<file path="src/assert_macros.svh">
// ----------------------------------------------------------------------------
// Assertion macros
// Concurrent assertion wrappers shared by the RTL; compiled out under SYNTH.
// ----------------------------------------------------------------------------
`ifndef ASSERT_MACROS_SVH
`define ASSERT_MACROS_SVH

`ifndef SYNTH

// Plain property, checked at every clock edge outside reset.
`define MBB_ASSERT(label, clk, rst, prop) \
  label: assert property (@(posedge clk) disable iff (rst) (prop)) \
    else $error("assertion failed");

// Implication: antecedent at one edge, consequent at the next.
`define MBB_ASSERT_NEXT(label, clk, rst, ante, cons) \
  label: assert property (@(posedge clk) disable iff (rst) (ante) |=> (cons)) \
    else $error("assertion failed");

`else

`define MBB_ASSERT(label, clk, rst, prop)
`define MBB_ASSERT_NEXT(label, clk, rst, ante, cons)

`endif

`endif

</file>
<file path="src/mbb_pkg.sv">
// ----------------------------------------------------------------------------
// mbb_pkg
// Types, constants and helpers for the monochrome bitmap blit.
// ----------------------------------------------------------------------------
package mbb_pkg;

  localparam int DISP_WIDTH  = 540;
  localparam int DISP_HEIGHT = 960;

  localparam int COORD_W   = 10;
  localparam int COL_W     = 7;
  localparam int ROW_W     = 10;
  localparam int ADDR_W    = 20;
  localparam int BYTE_W    = 8;
  localparam int PIX_W     = 2;
  localparam int PIXELS_W  = BYTE_W * PIX_W;
  localparam int CFG_IDX_W = 3;
  localparam int CFG_DATA_W = 10;

  localparam logic [PIX_W-1:0] BLACK_CODE = 2'd3;

  typedef enum logic [CFG_IDX_W-1:0] {
    REG_ORIGIN_X    = 3'd0,
    REG_ORIGIN_Y    = 3'd1,
    REG_WIDTH_BYTES = 3'd2,
    REG_HEIGHT      = 3'd3,
    REG_TRANSPARENT = 3'd4
  } reg_idx_t;

  typedef struct packed {
    logic [COORD_W-1:0] origin_x;
    logic [COORD_W-1:0] origin_y;
    logic [COL_W-1:0]   image_width_bytes;
    logic [ROW_W-1:0]   image_height;
    logic               transparent_mode;
  } cfg_t;

  // Captured request: source byte plus the counter position it belongs to.
  typedef struct packed {
    logic [BYTE_W-1:0] src_byte;
    logic [COL_W-1:0]  column;
    logic [ROW_W-1:0]  row;
  } req_t;

  typedef struct packed {
    logic [ADDR_W-1:0]   base_address;
    logic [PIXELS_W-1:0] pixels;
    logic [BYTE_W-1:0]   write_mask;
    logic                last_of_image;
  } res_t;

  // Source bit 1 is white (code 0), bit 0 is black; MSB is pixel 0.
  function automatic logic [PIXELS_W-1:0] expand_pixels(input logic [BYTE_W-1:0] b);
    logic [PIXELS_W-1:0] px;
    px = '0;
    for (int j = 0; j < BYTE_W; j++) begin
      if (!b[BYTE_W-1-j]) begin
        px[PIX_W*j +: PIX_W] = BLACK_CODE;
      end
    end
    return px;
  endfunction

endpackage

</file>
<file path="src/mbb_if.sv">
// ----------------------------------------------------------------------------
// mbb_if
// Valid/ready channels for source bytes and framebuffer write requests.
// ----------------------------------------------------------------------------
interface mbb_src_if;
  logic                        valid;
  logic                        ready;
  logic [mbb_pkg::BYTE_W-1:0]  src_byte;

  modport source (output valid, output src_byte, input ready);
  modport sink   (input valid, input src_byte, output ready);
endinterface

interface mbb_dst_if;
  logic                          valid;
  logic                          ready;
  logic [mbb_pkg::ADDR_W-1:0]    base_address;
  logic [mbb_pkg::PIXELS_W-1:0]  pixels;
  logic [mbb_pkg::BYTE_W-1:0]    write_mask;
  logic                          last_of_image;

  modport source (output valid, output base_address, output pixels,
                  output write_mask, output last_of_image, input ready);
  modport sink   (input valid, input base_address, input pixels,
                  input write_mask, input last_of_image, output ready);
endinterface

</file>
<file path="src/mbb_ctr.sv">
// ----------------------------------------------------------------------------
// mbb_ctr
// Source column/row position counters, wrapping at the image bounds.
// ----------------------------------------------------------------------------
module mbb_ctr (
  input  logic                        clk,
  input  logic                        rst,
  input  logic                        advance,
  input  mbb_pkg::cfg_t               cfg,
  output logic [mbb_pkg::COL_W-1:0]   column,
  output logic [mbb_pkg::ROW_W-1:0]   row
);

  logic [mbb_pkg::COL_W-1:0] column_next;
  logic [mbb_pkg::ROW_W-1:0] row_next;
  logic                      empty;
  logic [mbb_pkg::COL_W:0]   col_inc;
  logic [mbb_pkg::ROW_W:0]   row_inc;

  always_comb begin
    empty   = (cfg.image_width_bytes == '0) || (cfg.image_height == '0);
    col_inc = {1'b0, column} + 1'b1;
    row_inc = {1'b0, row} + 1'b1;
    column_next = column;
    row_next    = row;
    if (empty) begin
      column_next = '0;
      row_next    = '0;
    end else if (col_inc >= {1'b0, cfg.image_width_bytes}) begin
      column_next = '0;
      if (row_inc >= {1'b0, cfg.image_height}) begin
        row_next = '0;
      end else begin
        row_next = row_inc[mbb_pkg::ROW_W-1:0];
      end
    end else begin
      column_next = col_inc[mbb_pkg::COL_W-1:0];
    end
  end

  always_ff @(posedge clk) begin
    if (rst) begin
      column <= '0;
      row    <= '0;
    end else if (advance) begin
      column <= column_next;
      row    <= row_next;
    end
  end

endmodule

</file>
<file path="src/mbb_calc.sv">
// ----------------------------------------------------------------------------
// mbb_calc
// Address, pixel expansion and clip mask for one captured source byte.
// ----------------------------------------------------------------------------
module mbb_calc (
  input  mbb_pkg::req_t  req,
  input  mbb_pkg::cfg_t  cfg,
  output mbb_pkg::res_t  res
);

  localparam int Y_W = mbb_pkg::COORD_W + 1;
  localparam int X_W = mbb_pkg::COORD_W + 1;
  localparam int P_W = mbb_pkg::ADDR_W + 2;

  logic [Y_W-1:0] dest_y;
  logic [X_W-1:0] x0;
  logic [P_W-1:0] base_full;
  logic           in_image;
  logic           row_visible;
  logic [mbb_pkg::BYTE_W-1:0] mask;

  always_comb begin
    dest_y = Y_W'(cfg.origin_y) + Y_W'(req.row);
    x0     = X_W'(cfg.origin_x) + X_W'({req.column, 3'b000});
    base_full = P_W'(dest_y) * P_W'(mbb_pkg::DISP_WIDTH) + P_W'(x0);

    in_image = (cfg.image_width_bytes != '0) && (cfg.image_height != '0) &&
               (req.column < cfg.image_width_bytes) && (req.row < cfg.image_height);
    row_visible = dest_y < Y_W'(mbb_pkg::DISP_HEIGHT);

    mask = '0;
    for (int j = 0; j < mbb_pkg::BYTE_W; j++) begin
      mask[j] = ((X_W + 1)'(x0) + (X_W + 1)'(j) < (X_W + 1)'(mbb_pkg::DISP_WIDTH)) &&
                !(cfg.transparent_mode && req.src_byte[mbb_pkg::BYTE_W-1-j]);
    end

    res.base_address  = base_full[mbb_pkg::ADDR_W-1:0];
    res.pixels        = mbb_pkg::expand_pixels(req.src_byte);
    res.write_mask    = (in_image && row_visible) ? mask : '0;
    res.last_of_image = in_image &&
      (({1'b0, req.column} + 1'b1) == {1'b0, cfg.image_width_bytes}) &&
      (({1'b0, req.row} + 1'b1) == {1'b0, cfg.image_height});
  end

endmodule

</file>
<file path="src/mono_bitmap_blit_clipped.sv">
// ----------------------------------------------------------------------------
// mono_bitmap_blit_clipped
// Expands a 1-bit source image into clipped 2-bit framebuffer write requests.
// ----------------------------------------------------------------------------
// Stages: request register, then result register. Throughput: one source
//   byte per clock while the sink is ready; the path that sets the clock is
//   the address multiply-add (row times display width) in mbb_calc.
// Reset (rst, synchronous): clears both pipeline valids, the position counters
//   and all configuration registers.
`include "assert_macros.svh"

module mono_bitmap_blit_clipped (
  input  logic                             clk,
  input  logic                             rst,
  input  logic                             cfg_we,
  input  logic [mbb_pkg::CFG_IDX_W-1:0]    cfg_index,
  input  logic [mbb_pkg::CFG_DATA_W-1:0]   cfg_data,
  mbb_src_if.sink                          src,
  mbb_dst_if.source                        dst
);

  mbb_pkg::cfg_t cfg;

  // Request stage: captured byte and its position.
  logic          req_valid;
  mbb_pkg::req_t req;

  // Result stage.
  logic          res_valid;
  mbb_pkg::res_t res;
  mbb_pkg::res_t res_next;

  logic [mbb_pkg::COL_W-1:0] column;
  logic [mbb_pkg::ROW_W-1:0] row;

  logic src_acc;
  logic res_adv;
  logic cfg_empty;

  // Configuration registers; writes beyond the list are dropped.
  always_ff @(posedge clk) begin
    if (rst) begin
      cfg <= '0;
    end else if (cfg_we) begin
      case (mbb_pkg::reg_idx_t'(cfg_index))
        mbb_pkg::REG_ORIGIN_X:    cfg.origin_x          <= cfg_data;
        mbb_pkg::REG_ORIGIN_Y:    cfg.origin_y          <= cfg_data;
        mbb_pkg::REG_WIDTH_BYTES: cfg.image_width_bytes <= cfg_data[mbb_pkg::COL_W-1:0];
        mbb_pkg::REG_HEIGHT:      cfg.image_height      <= cfg_data[mbb_pkg::ROW_W-1:0];
        mbb_pkg::REG_TRANSPARENT: cfg.transparent_mode  <= cfg_data[0];
        default: ;
      endcase
    end
  end

  // Result register advances when empty or when the sink takes it; the
  // request stage refills whenever it drains into the result stage.
  assign res_adv   = !res_valid || dst.ready;
  assign src.ready = !req_valid || res_adv;
  assign src_acc   = src.valid && src.ready;
  assign cfg_empty = (cfg.image_width_bytes == '0) || (cfg.image_height == '0);

  // Position of the next source byte; advance on every accepted request.
  mbb_ctr u_ctr (
    .clk     (clk),
    .rst     (rst),
    .advance (src_acc),
    .cfg     (cfg),
    .column  (column),
    .row     (row)
  );

  // Capture the byte with the position it belongs to (pre-increment).
  always_ff @(posedge clk) begin
    if (rst) begin
      req_valid <= 1'b0;
    end else if (src.ready) begin
      req_valid <= src.valid;
    end
  end

  always_ff @(posedge clk) begin
    if (src_acc) begin
      req.src_byte <= src.src_byte;
      req.column   <= column;
      req.row      <= row;
    end
  end

  mbb_calc u_calc (
    .req (req),
    .cfg (cfg),
    .res (res_next)
  );

  // Hold the finished request until the sink takes it.
  always_ff @(posedge clk) begin
    if (rst) begin
      res_valid <= 1'b0;
    end else if (res_adv) begin
      res_valid <= req_valid;
    end
  end

  always_ff @(posedge clk) begin
    if (res_adv && req_valid) begin
      res <= res_next;
    end
  end

  assign dst.valid         = res_valid;
  assign dst.base_address  = res.base_address;
  assign dst.pixels        = res.pixels;
  assign dst.write_mask    = res.write_mask;
  assign dst.last_of_image = res.last_of_image;

  // A captured request is never dropped while the result stage is stalled.
  `MBB_ASSERT_NEXT(a_req_held, clk, rst, req_valid && !res_adv, req_valid && $stable(req))

  // After a step with a non-empty image, the column lies inside the image row.
  `MBB_ASSERT_NEXT(a_pos_in_bounds, clk, rst, src_acc && !cfg_empty && !cfg_we, column < cfg.image_width_bytes)

  // An empty image keeps the counters at the origin.
  `MBB_ASSERT_NEXT(a_empty_zero, clk, rst, src_acc && cfg_empty && !cfg_we, (column == '0) && (row == '0))

endmodule
</file>
<file path="src/flat_wrapper.sv">
// flat-port wrapper written by rule: the top's interface ports become plain ports
module mono_bitmap_blit_clipped_flat 
  (clk, rst, cfg_we, cfg_index, cfg_data, src_valid, src_src_byte, src_ready, dst_valid, dst_base_address, dst_pixels, dst_write_mask, dst_last_of_image, dst_ready);
  mbb_src_if src_i ();
  mbb_dst_if dst_i ();
  input  logic clk;
  input  logic rst;
  input  logic cfg_we;
  input  logic [mbb_pkg::CFG_IDX_W-1:0] cfg_index;
  input  logic [mbb_pkg::CFG_DATA_W-1:0] cfg_data;
  input wire logic [$bits(src_i.valid)-1:0] src_valid;
  input wire logic [$bits(src_i.src_byte)-1:0] src_src_byte;
  output wire logic [$bits(src_i.ready)-1:0] src_ready;
  output wire logic [$bits(dst_i.valid)-1:0] dst_valid;
  output wire logic [$bits(dst_i.base_address)-1:0] dst_base_address;
  output wire logic [$bits(dst_i.pixels)-1:0] dst_pixels;
  output wire logic [$bits(dst_i.write_mask)-1:0] dst_write_mask;
  output wire logic [$bits(dst_i.last_of_image)-1:0] dst_last_of_image;
  input wire logic [$bits(dst_i.ready)-1:0] dst_ready;
  assign src_i.valid = src_valid;
  assign src_i.src_byte = src_src_byte;
  assign src_ready = src_i.ready;
  assign dst_valid = dst_i.valid;
  assign dst_base_address = dst_i.base_address;
  assign dst_pixels = dst_i.pixels;
  assign dst_write_mask = dst_i.write_mask;
  assign dst_last_of_image = dst_i.last_of_image;
  assign dst_i.ready = dst_ready;
  mono_bitmap_blit_clipped u_core (.clk(clk), .rst(rst), .cfg_we(cfg_we), .cfg_index(cfg_index), .cfg_data(cfg_data), .src(src_i), .dst(dst_i));
endmodule
</file>
<file path="config.mk">
export PLATFORM = sky130hd
export DESIGN_NAME = mono_bitmap_blit_clipped_flat
export DESIGN_NICKNAME = d
export VERILOG_FILES = /design/src/mbb_pkg.sv /design/src/mbb_if.sv /design/src/mbb_ctr.sv /design/src/mbb_calc.sv /design/src/mono_bitmap_blit_clipped.sv /design/src/flat_wrapper.sv
export VERILOG_INCLUDE_DIRS = /design/src /design/src/src
export SDC_FILE = /design/constraint.sdc
export NUM_CORES = 1
export LEC_CHECK = 0
export BUFFER_PORTS_ARGS = -buffer_cell sky130_fd_sc_hd__buf_2
export CAP_MARGIN = 40
export CORE_AREA = 2 2 135 163
export DETAILED_ROUTE_END_ITERATION = 6
export DIE_AREA = 0 0 137 165
export MAX_ROUTING_LAYER = met4
export PLACE_DENSITY = 0.68
export SYNTH_ARGS = -nofsm -noshare
export SYNTH_HDL_FRONTEND = slang
export SYNTH_SLANG_ARGS = --single-unit
</file>
<file path="constraint.sdc">
create_clock -name clk -period 7.7 [get_ports clk]
set_clock_uncertainty 0.1 [all_clocks]
set_input_delay 1.54 -clock clk [delete_from_list [all_inputs] [get_ports clk]]
set_output_delay 1.54 -clock clk [all_outputs]
set_load 0.01 [all_outputs]
</file>
## Yosys cells after proc, flatten, opt, wreduce, memory -nomap -nowiden

Cells that the tools add are included.

- Output and inout port bits: 47
- Flip-flop bits (word level): 127
- Word-level logic and storage cells: 112

- Equal/unequal tests: 6
- Magnitude comparators: 13
- Muxes and demuxes: 13
- Reductions and logical operators: 49
- Add/subtract/negate cells: 14
- $mul: 1

Operator list:

| operator | count |
|---|---|
| $lt A12 B10 Y1 const B | 7 |
| $add A11 B3 Y12 const B | 4 |
| $mux W10 | 3 |
| $add A11 B2 Y12 const B | 2 |
| $logic_and A1 B1 Y1 | 24 |
| $add A10 B1 Y11 const B | 2 |
| $add A10 B10 Y11 | 2 |
| $lt A11 B10 Y1 const B | 2 |
| $add A20 B11 Y20 | 1 |
| $mul A11 B8 Y18 const B | 1 |
| $add A7 B1 Y8 const B | 2 |
| $mux W2 | 8 |
| $mux W7 | 2 |
| $add A11 B1 Y12 const B | 1 |
| $reduce_and A2 Y1 | 6 |
| $eq A11 B10 Y1 | 1 |
| $ge A11 B10 Y1 | 1 |
| $logic_not A1 Y1 | 10 |
| $logic_not A10 Y1 | 1 |
| $lt A10 B10 Y1 | 1 |
| $reduce_bool A10 Y1 | 1 |
| $eq A8 B7 Y1 | 1 |
| $ge A8 B7 Y1 | 1 |
| $logic_not A7 Y1 | 1 |
| 8 further kinds | 11 |

## Longest topological paths before layout

Gate-level depths: netlist of the first run.

- Depth after elaboration: 6
- Depth in mapped cells: 25
- Gate-level depth less buffers: 24

## Modules after synthesis

A second synthesis of the first run with hierarchy kept.

- Cell total of the unflattened synthesis: 1071
- Area, all modules: 10084.7 um2

By module, submodules not included:

| module | instances | cells an instance | area each (um2) |
|---|---|---|---|
| mbb_calc | 1 | 658 | 4824.6 |
| mono_bitmap_blit_clipped | 1 | 222 | 3758.6 |
| mbb_ctr | 1 | 191 | 1501.4 |

## Least setup slack after synthesis of the first run

No wires, ideal clock.

- Path kind: flip-flop to flip-flop
- From: reg, netlist name u_core.req[6]
- To: reg u_core.res, in the netlist u_core.dst.base_address[19] (data pin)
- Period minus slack after synthesis: 5.641 ns
- Arrival time: 5.281 ns
- Stages on the path, launching flop included: 21
- Setup slack: 2.059 ns
- Path buffers: 1
- Library setup time: 0.260 ns
- Cell sequence: edfxtp_1 ha_1 or4_1 a41o_1 a21oi_1 xnor2_1 ha_1 fa_1 inv_1 fa_1 inv_1 ha_1 clkbuf_1 nand2_1 o21ai_0 a41oi_1 xor2_1 nor4b_1 and3b_1 nand3_1 xnor2_1

RTL lines:

| element | RTL line | RTL |
|---|---|---|
| end signal, assigned | mono_bitmap_blit_clipped.sv:107 | `res <= res_next;` |
| end, declared | mono_bitmap_blit_clipped.sv:30 | `mbb_pkg::res_t res;` |

==> flow_summary.json, run 1 <==
{
  "required_ns": 7.77,
  "drtAntennaViolNets": 0,
  "seq_power_share_pct": 35.2,
  "initial_utilization_pct": 44.4,
  "fillers": 1984,
  "grt_pass1_wl_mm": 34.4,
  "vias_per_cell": 5.42,
  "crit_arrival_ns": 6.15,
  "syn_area_per_cell_um2": 8.82,
  "post_cts_buffers": 0,
  "setup_tns_ns": 0,
  "power_density_nw_per_um2": 201,
  "fin_nets": 1263,
  "post-route-period-util_pct": 79.0,
  "core_um2": 20900,
  "syn_nets": 1203,
  "io-pin-count": 73,
  "crit_path_end_kind": "flip-flop",
  "synth_flop_cell": "edfxtp_1",
  "power.total_mw": 2.10,
  "crit_fanout": 5,
  "grt_start_max_net_pins": 42,
  "gp_congestion": 0.900,
  "fin_util_pct": 50.1,
  "vias": 7548,
  "ys_ff_latch": 119,
  "yosysUniqueCellTypes": 80,
  "crit_family": "adder cells",
  "final_cell_area_um2": 10500,
  "timing.fmax_mhz": 164,
  "hold_class": "reg2reg",
  "crit_chain": "ha_1, inv_1, fa_1, nor2b_1, o31a_1, o21a_1, nor2_1, xnor2_1, ha_1, inv_1, fa_1, fa_1, inv_1, ha_1, o21ai_0, o21bai_1, o21bai_1, a21boi_0, nor4b_1, and3b_1, nand3_1, xnor2_1",
  "drt-initial-drc-count": 466,
  "die-area_um2": 22600,
  "dp_cells": 1362,
  "cpMaxStageDelayCell": "fa_1",
  "place_area_um2": 9870,
  "chipHeight_um": 165,
  "ys_warn_count": 0,
  "post_cts_resized": 0,
  "die_x_um": 137,
  "ir_drop_mv": 0.169,
  "cts_max_path_buffers": 2,
  "reg2regPathDepth": 22,
  "start_kind": "flip-flop",
  "cts_tree": "yes",
  "final_cell_mix": "nand2_1 (120), ha_1 (109), inv_1 (93), a21oi_1 (90), nor2_1 (80)",
  "antenna_found_initial": 0,
  "min_from": "u_core.cfg[33]$_SDFFE_PP0P_",
  "numPortBuffers": 72,
  "critPathMaxStageDelay_ns": 0.54,
  "rows": 58,
  "status": "finished, final reports clean",
  "post-route-min-period_ns": 6.08,
  "wl_per_cell_um": 15.1,
  "static-leakage-power_nw": 4.45,
  "cts_sinks": 119,
  "drc": 0,
  "tightest_slew_ns": 0.792,
  "worst_slack_ns": 1.62,
  "crit_type": "reg2reg",
  "clock_tree.htree_level_count": 4,
  "switchingPower_mw": 0.622,
  "hold_viol": 0,
  "slew_headroom_pct": 47.0,
  "clock-root-buffer": "clkbuf_16",
  "synth-edff-count": 62,
  "cts.clk_slew.worst_paths_ns": 0.05,
  "n_antenna_cell": 0,
  "dp_hpwl_mm": 15.9,
  "clk_latency_ns": 0.43,
  "grt_usage_pct": 19.9,
  "final_common_cell": "nand2_1",
  "synth_area_um2": 9270,
  "synthCells": 1051,
  "holdPathStages": 2,
  "reg2reg_to": "u_core.dst.base_address[19]$_DFFE_PP_",
  "place_ws_ns": 1.65,
  "drv_slew": 0,
  "synthArstFlopShare_pct": 0,
  "rsz0062_at_grt": "false",
  "clkPwrFrac_pct": 38.7,
  "hold_buffers": 0,
  "rr_startpoint": "u_core.req[0]$_DFFE_PP_",
  "final_cells": 1392,
  "crit_start": "u_core.req[0]$_DFFE_PP_",
  "overflow": 0,
  "swShare_pct": 29.6,
  "cts_made_buffers": 17,
  "ys_seq_area_share_pct": 32.4,
  "area_growth_pct": 13.0,
  "hold_end": "u_core.cfg[33]$_SDFFE_PP0P_",
  "timing.hold.ws_ns": 0.357,
  "drive_gt1_share_pct": 11.3,
  "first_pass_iters": 6,
  "p_int_mw": 1.48,
  "reg2reg_slack_ns": 1.62,
  "grt_pass1_vias": 7213,
  "setup_viol": 0,
  "wirelength_mm": 21.0,
  "path_buf_inv": 3,
  "share_comb_of_total_power_pct": 26.0,
  "max_cap_viol_count": 0
}
worst min-delay path, delay by kind of cell, from the launching register on:
family,cells,cell delay (ns)
flops,1,0.31
compound gates,1,0.05
simple gates,1,0.05
flip-flops by register name, summed over array words and instances (netlist names):
name / cells
u_core.cfg: 38
u_core.req: 25
u_core.dst.base_address: 20
u_core.u_ctr.row: 10
u_core.dst.pixels: 8
u_core.dst.write_mask: 8
u_core.u_ctr.column: 7
u_core.dst.last_of_image: 1
u_core.dst.valid: 1
u_core.req_valid: 1
how the worst max path moves through the flow:
stage	to	slack [ns]	cells after the start
6_report	u_core.dst.base_address[19]$_DFFE_PP_	1.62	22
5_1_grt	u_core.dst.base_address[19]$_DFFE_PP_	1.14	22
4_1_cts	u_core.dst.base_address[19]$_DFFE_PP_	1.59	22
3_5_place_dp	u_core.dst.base_address[19]$_DFFE_PP_	1.65	22
3_3_place_gp	u_core.dst.base_address[19]$_DFFE_PP_	1.81	22
2_1_floorplan	u_core.dst.base_address[19]$_DFFE_PP_	2.06	20
synthesized netlist by cell type, types with 4 or more instances:
cell type | instances | share of area [%]
a2111oi_0 | 4 | 0.38
a211oi_1 | 10 | 0.81
a21boi_0 | 6 | 0.49
a21o_1 | 16 | 1.3
a21oi_1 | 90 | 4.9
a31oi_1 | 7 | 0.47
and2_1 | 5 | 0.34
and3_1 | 15 | 1.0
buf_2 | 5 | 0.27
buf_4 | 8 | 0.65
clkbuf_1 | 22 | 0.89
dfxtp_1 | 57 | 12
edfxtp_1 | 62 | 20
fa_1 | 17 | 3.7
ha_1 | 109 | 15
inv_1 | 93 | 3.8
mux2i_1 | 6 | 0.65
nand2_1 | 120 | 4.9
nand2b_1 | 10 | 0.67
nand3_1 | 36 | 1.9
nand4_1 | 6 | 0.40
nor2_1 | 80 | 3.2
nor2b_1 | 14 | 0.94
nor3_1 | 15 | 0.81
nor4_1 | 7 | 0.47
o211ai_1 | 9 | 0.73
o21a_1 | 8 | 0.65
o21ai_0 | 35 | 1.9
o21ai_1 | 6 | 0.32
o32ai_1 | 4 | 0.38
o41ai_1 | 4 | 0.38
or3_1 | 4 | 0.27
or3b_1 | 4 | 0.38
or4_1 | 5 | 0.40
xnor2_1 | 50 | 4.7
xor2_1 | 26 | 2.5
logic make-up after synthesis:
kind of cell / Yosys count / synth area share [%]
flip-flops: 119 / 32.4
buffers and inverters: 133 / 5.77
AO/OA/AOI/OAI: 244 / 17.3
XOR/XNOR: 77 / 7.43
AND/OR/NAND/NOR: 344 / 17.8
adder cells (fa/ha/maj): 128 / 18.6
multiplexers: 6 / 0.648
final cells by class:
type                    instances  area (µm²)  share of cell area (%)
multi-input cells             799        5740                    54.8
flip-flops and latches        119        3000                    28.7
clock buffers                  23         509                    4.86
repair buffers                 78         430                    4.11
inverters                      96         360                    3.44
well taps                     270         338                    3.23
clock inverters                 7        91.3                   0.872
layer usage:
metal | part of all wire (%) | global-route usage, % | vias up
met4 | 3.1 | 8.48 | 0
met5 | 0 | - | -
met3 | 3.3 | 3.62 | 36
met1 | 45 | 23.1 | 3504
li1 | - | - | 3851
met2 | 49 | 33.6 | 157
power by group through the flow:
stage | registers [mW] | logic [mW] | clock network (mW)
after floorplan | 0.764 | 0.411 | 0
after global placement | 0.753 | 0.532 | 0
after detailed placement | 0.754 | 0.547 | 0
after CTS | 0.741 | 0.551 | 0.826
after global routing | 0.745 | 0.623 | 0.856
final | 0.740 | 0.547 | 0.814
(Power assumes the default switching activity.)
==> run 2: changes to the inputs <==
--- a/config.mk
+++ b/config.mk
@@ -12,7 +12,7 @@
 export DETAILED_ROUTE_END_ITERATION = 6
 export DIE_AREA = 0 0 137 165
 export MAX_ROUTING_LAYER = met4
-export PLACE_DENSITY = 0.68
+export PLACE_DENSITY = 0.7
 export SYNTH_ARGS = -nofsm -noshare
 export SYNTH_HDL_FRONTEND = slang
 export SYNTH_SLANG_ARGS = --single-unit
==> constraint.sdc (replaced) <==
create_clock -name clk -period 5.45 [get_ports clk]
set_clock_uncertainty 0.1 [all_clocks]
set_input_delay 1.09 -clock clk [delete_from_list [all_inputs] [get_ports clk]]
set_output_delay 1.09 -clock clk [all_outputs]
set_load 0.01 [all_outputs]
==> run 2 against run 1 <==
Sequential share of layout area is 1.5 points lower. Combinational power is 75% higher. Die area stayed put. Count of clock-buffer cells in the layout is 2 lower. Flip-flop and latch count stayed put. Worst setup slack worse by 1.6 ns. Largest power group unchanged. Wire length is 4.2% higher. Worst hold slack worse by 0.00052 ns. Critical path depth is 2 higher. Register-to-register slack worse by 1.6 ns. Global-route usage is 0.38 points higher. Core utilization is 2.8 points higher.
==> flow_summary.json, run 2 (same netlist as run 1, synthesis figures left out) <==
{
  "n_antenna_cell": 0,
  "drt-initial-drc-count": 557,
  "io-pin-count": 73,
  "crit_type": "reg2reg",
  "clock-root-buffer": "clkbuf_16",
  "crit_path_end_kind": "flip-flop",
  "reg2regPathDepth": 24,
  "overflow": 0,
  "cts.clk_slew.worst_paths_ns": 0.06,
  "fin_nets": 1303,
  "cts_max_path_buffers": 2,
  "chipHeight_um": 165,
  "static-leakage-power_nw": 4.69,
  "ir_drop_mv": 0.229,
  "die_x_um": 137,
  "crit_arrival_ns": 5.50,
  "drtAntennaViolNets": 0,
  "power.total_mw": 3.10,
  "drive_gt1_share_pct": 18.7,
  "setup_viol": 0,
  "final_cell_area_um2": 11100,
  "drc": 0,
  "hold_end": "u_core.cfg[33]$_SDFFE_PP0P_",
  "status": "finished, final reports clean",
  "initial_utilization_pct": 44.4,
  "grt_pass1_wl_mm": 35.1,
  "die-area_um2": 22600,
  "vias_per_cell": 5.46,
  "clock_tree.htree_level_count": 4,
  "rows": 58,
  "post-route-min-period_ns": 5.43,
  "max_cap_viol_count": 0,
  "numPortBuffers": 72,
  "tightest_slew_ns": 0.788,
  "gp_congestion": 0.915,
  "start_kind": "flip-flop",
  "place_area_um2": 10100,
  "min_from": "u_core.cfg[33]$_SDFFE_PP0P_",
  "hold_class": "reg2reg",
  "largest_reg_flops": 38,
  "wirelength_mm": 21.9,
  "registers.top_by_ff_count": "u_core.cfg",
  "clk_latency_ns": 0.43,
  "slew_headroom_pct": 47.2,
  "cts_made_buffers": 17,
  "cts_sinks": 119,
  "dp_hpwl_mm": 16.4,
  "post-route-period-util_pct": 99.6,
  "final_cell_mix": "nand2_1 (120), ha_1 (98), inv_1 (90), a21oi_1 (82), nor2_1 (79)",
  "first_pass_iters": 5,
  "vias": 7826,
  "area_growth_pct": 19.3,
  "cts_tree": "yes",
  "timing.fmax_mhz": 184,
  "grt_start_max_net_pins": 49,
  "rsz0062_at_grt": "true",
  "rr_startpoint": "u_core.req[0]$_DFFE_PP_",
  "fillers": 1903,
  "drv_slew": 0,
  "holdPathStages": 2,
  "wl_per_cell_um": 15.3,
  "crit_fanout": 5,
  "reg2reg_to": "u_core.dst.base_address[19]$_DFFE_PP_",
  "core_um2": 20900,
  "final_common_cell": "nand2_1",
  "antenna_found_initial": 0,
  "fin_util_pct": 52.9,
  "required_ns": 5.52,
  "grt_pass1_vias": 7322,
  "power_density_nw_per_um2": 280,
  "grt_usage_pct": 20.3,
  "hold_buffers": 0,
  "reg2reg_slack_ns": 0.02,
  "hold_viol": 0
}
[run 2: worst max-delay path by stage]
| stage | from | to | slack (ns) | depth (start not counted) |
|---|---|---|---|---|
| after global routing | u_core.req[0]$_DFFE_PP_ | u_core.dst.base_address[16]$_DFFE_PP_ | -0.21 | 25 |
| after CTS | u_core.req[6]$_DFFE_PP_ | u_core.dst.base_address[19]$_DFFE_PP_ | 0.02 | 20 |
| final | u_core.req[0]$_DFFE_PP_ | u_core.dst.base_address[19]$_DFFE_PP_ | 0.02 | 24 |
| after global placement | u_core.req[1]$_DFFE_PP_ | u_core.dst.base_address[15]$_DFFE_PP_ | 0.06 | 23 |
| after detailed placement | u_core.req[0]$_DFFE_PP_ | u_core.dst.base_address[19]$_DFFE_PP_ | -0.1 | 22 |
| after floorplan | u_core.req[6]$_DFFE_PP_ | u_core.dst.base_address[19]$_DFFE_PP_ | 0.007 | 20 |
[run 2: cell type report]
class                      instances  area (µm²)  share of cell area (%)
clock buffer                      21         492                    4.44
multi-input combinational        799        6040                    54.6
inverter                          96         360                    3.26
sequential                       119        3000                    27.1
timing repair buffer             118         738                    6.67
clock inverter                    11        91.3                   0.825
tap                              270         338                    3.05
[run 2: per-layer routing]
layer	wire length (µm)	vias up	track usage, %
li1	-	3929	-
met1	9370	3614	23.8
met2	10600	224	33.2
met3	951	59	3.31
met4	973	0	10.8
met5	0	-	-
[run 2: through the flow]
step | TNS [ns] | setup slack [ns] | hold WS, ns | instances
finish | 0 | 0.0202 | 0.357 | 1434
global route | -0.809 | -0.215 | 0.379 | 1434
CTS | 0 | 0.0186 | 0.359 | 1425
detailed placement | -0.255 | -0.0966 | 0.352 | 1393
global placement | 0 | 0.0646 | 0.346 | 1391
floorplan | 0 | 0.00675 | 0.340 | 1051
[run 2: worst max-delay path, stage by stage (launching register included)]
cell and delay, ns:
edfxtp_1 0.42, ha_4 0.19, inv_2 0.06, fa_2 0.23, nor2b_2 0.05, o31a_1 0.32
buf_6 0.13, o211ai_1 0.16, buf_4 0.16, a21boi_4 0.07, buf_6 0.13, xor2_1 0.16
fa_1 0.50, inv_2 0.04, fa_1 0.54, inv_2 0.05, ha_4 0.29, nand4_1 0.20
o22ai_2 0.22, a41oi_2 0.17, xor2_2 0.19, nor4b_2 0.33, and3b_2 0.26, nand3_2 0.08
xnor2_1 0.13
[run 2: repair_timing]
item / 4_1_cts / 5_1_grt
endpoints found under the setup margin: 5 / 9
gates resized for setup: 4 / 58
pin swaps: 0 / 26
buffers inserted: 0 / 9
[run 2: power breakdown]
group	total, mW	switching, mW	internal (mW)
clock network	1.10	0.415	0.687
registers	1.05	0.0239	1.02
logic	0.955	0.521	0.434
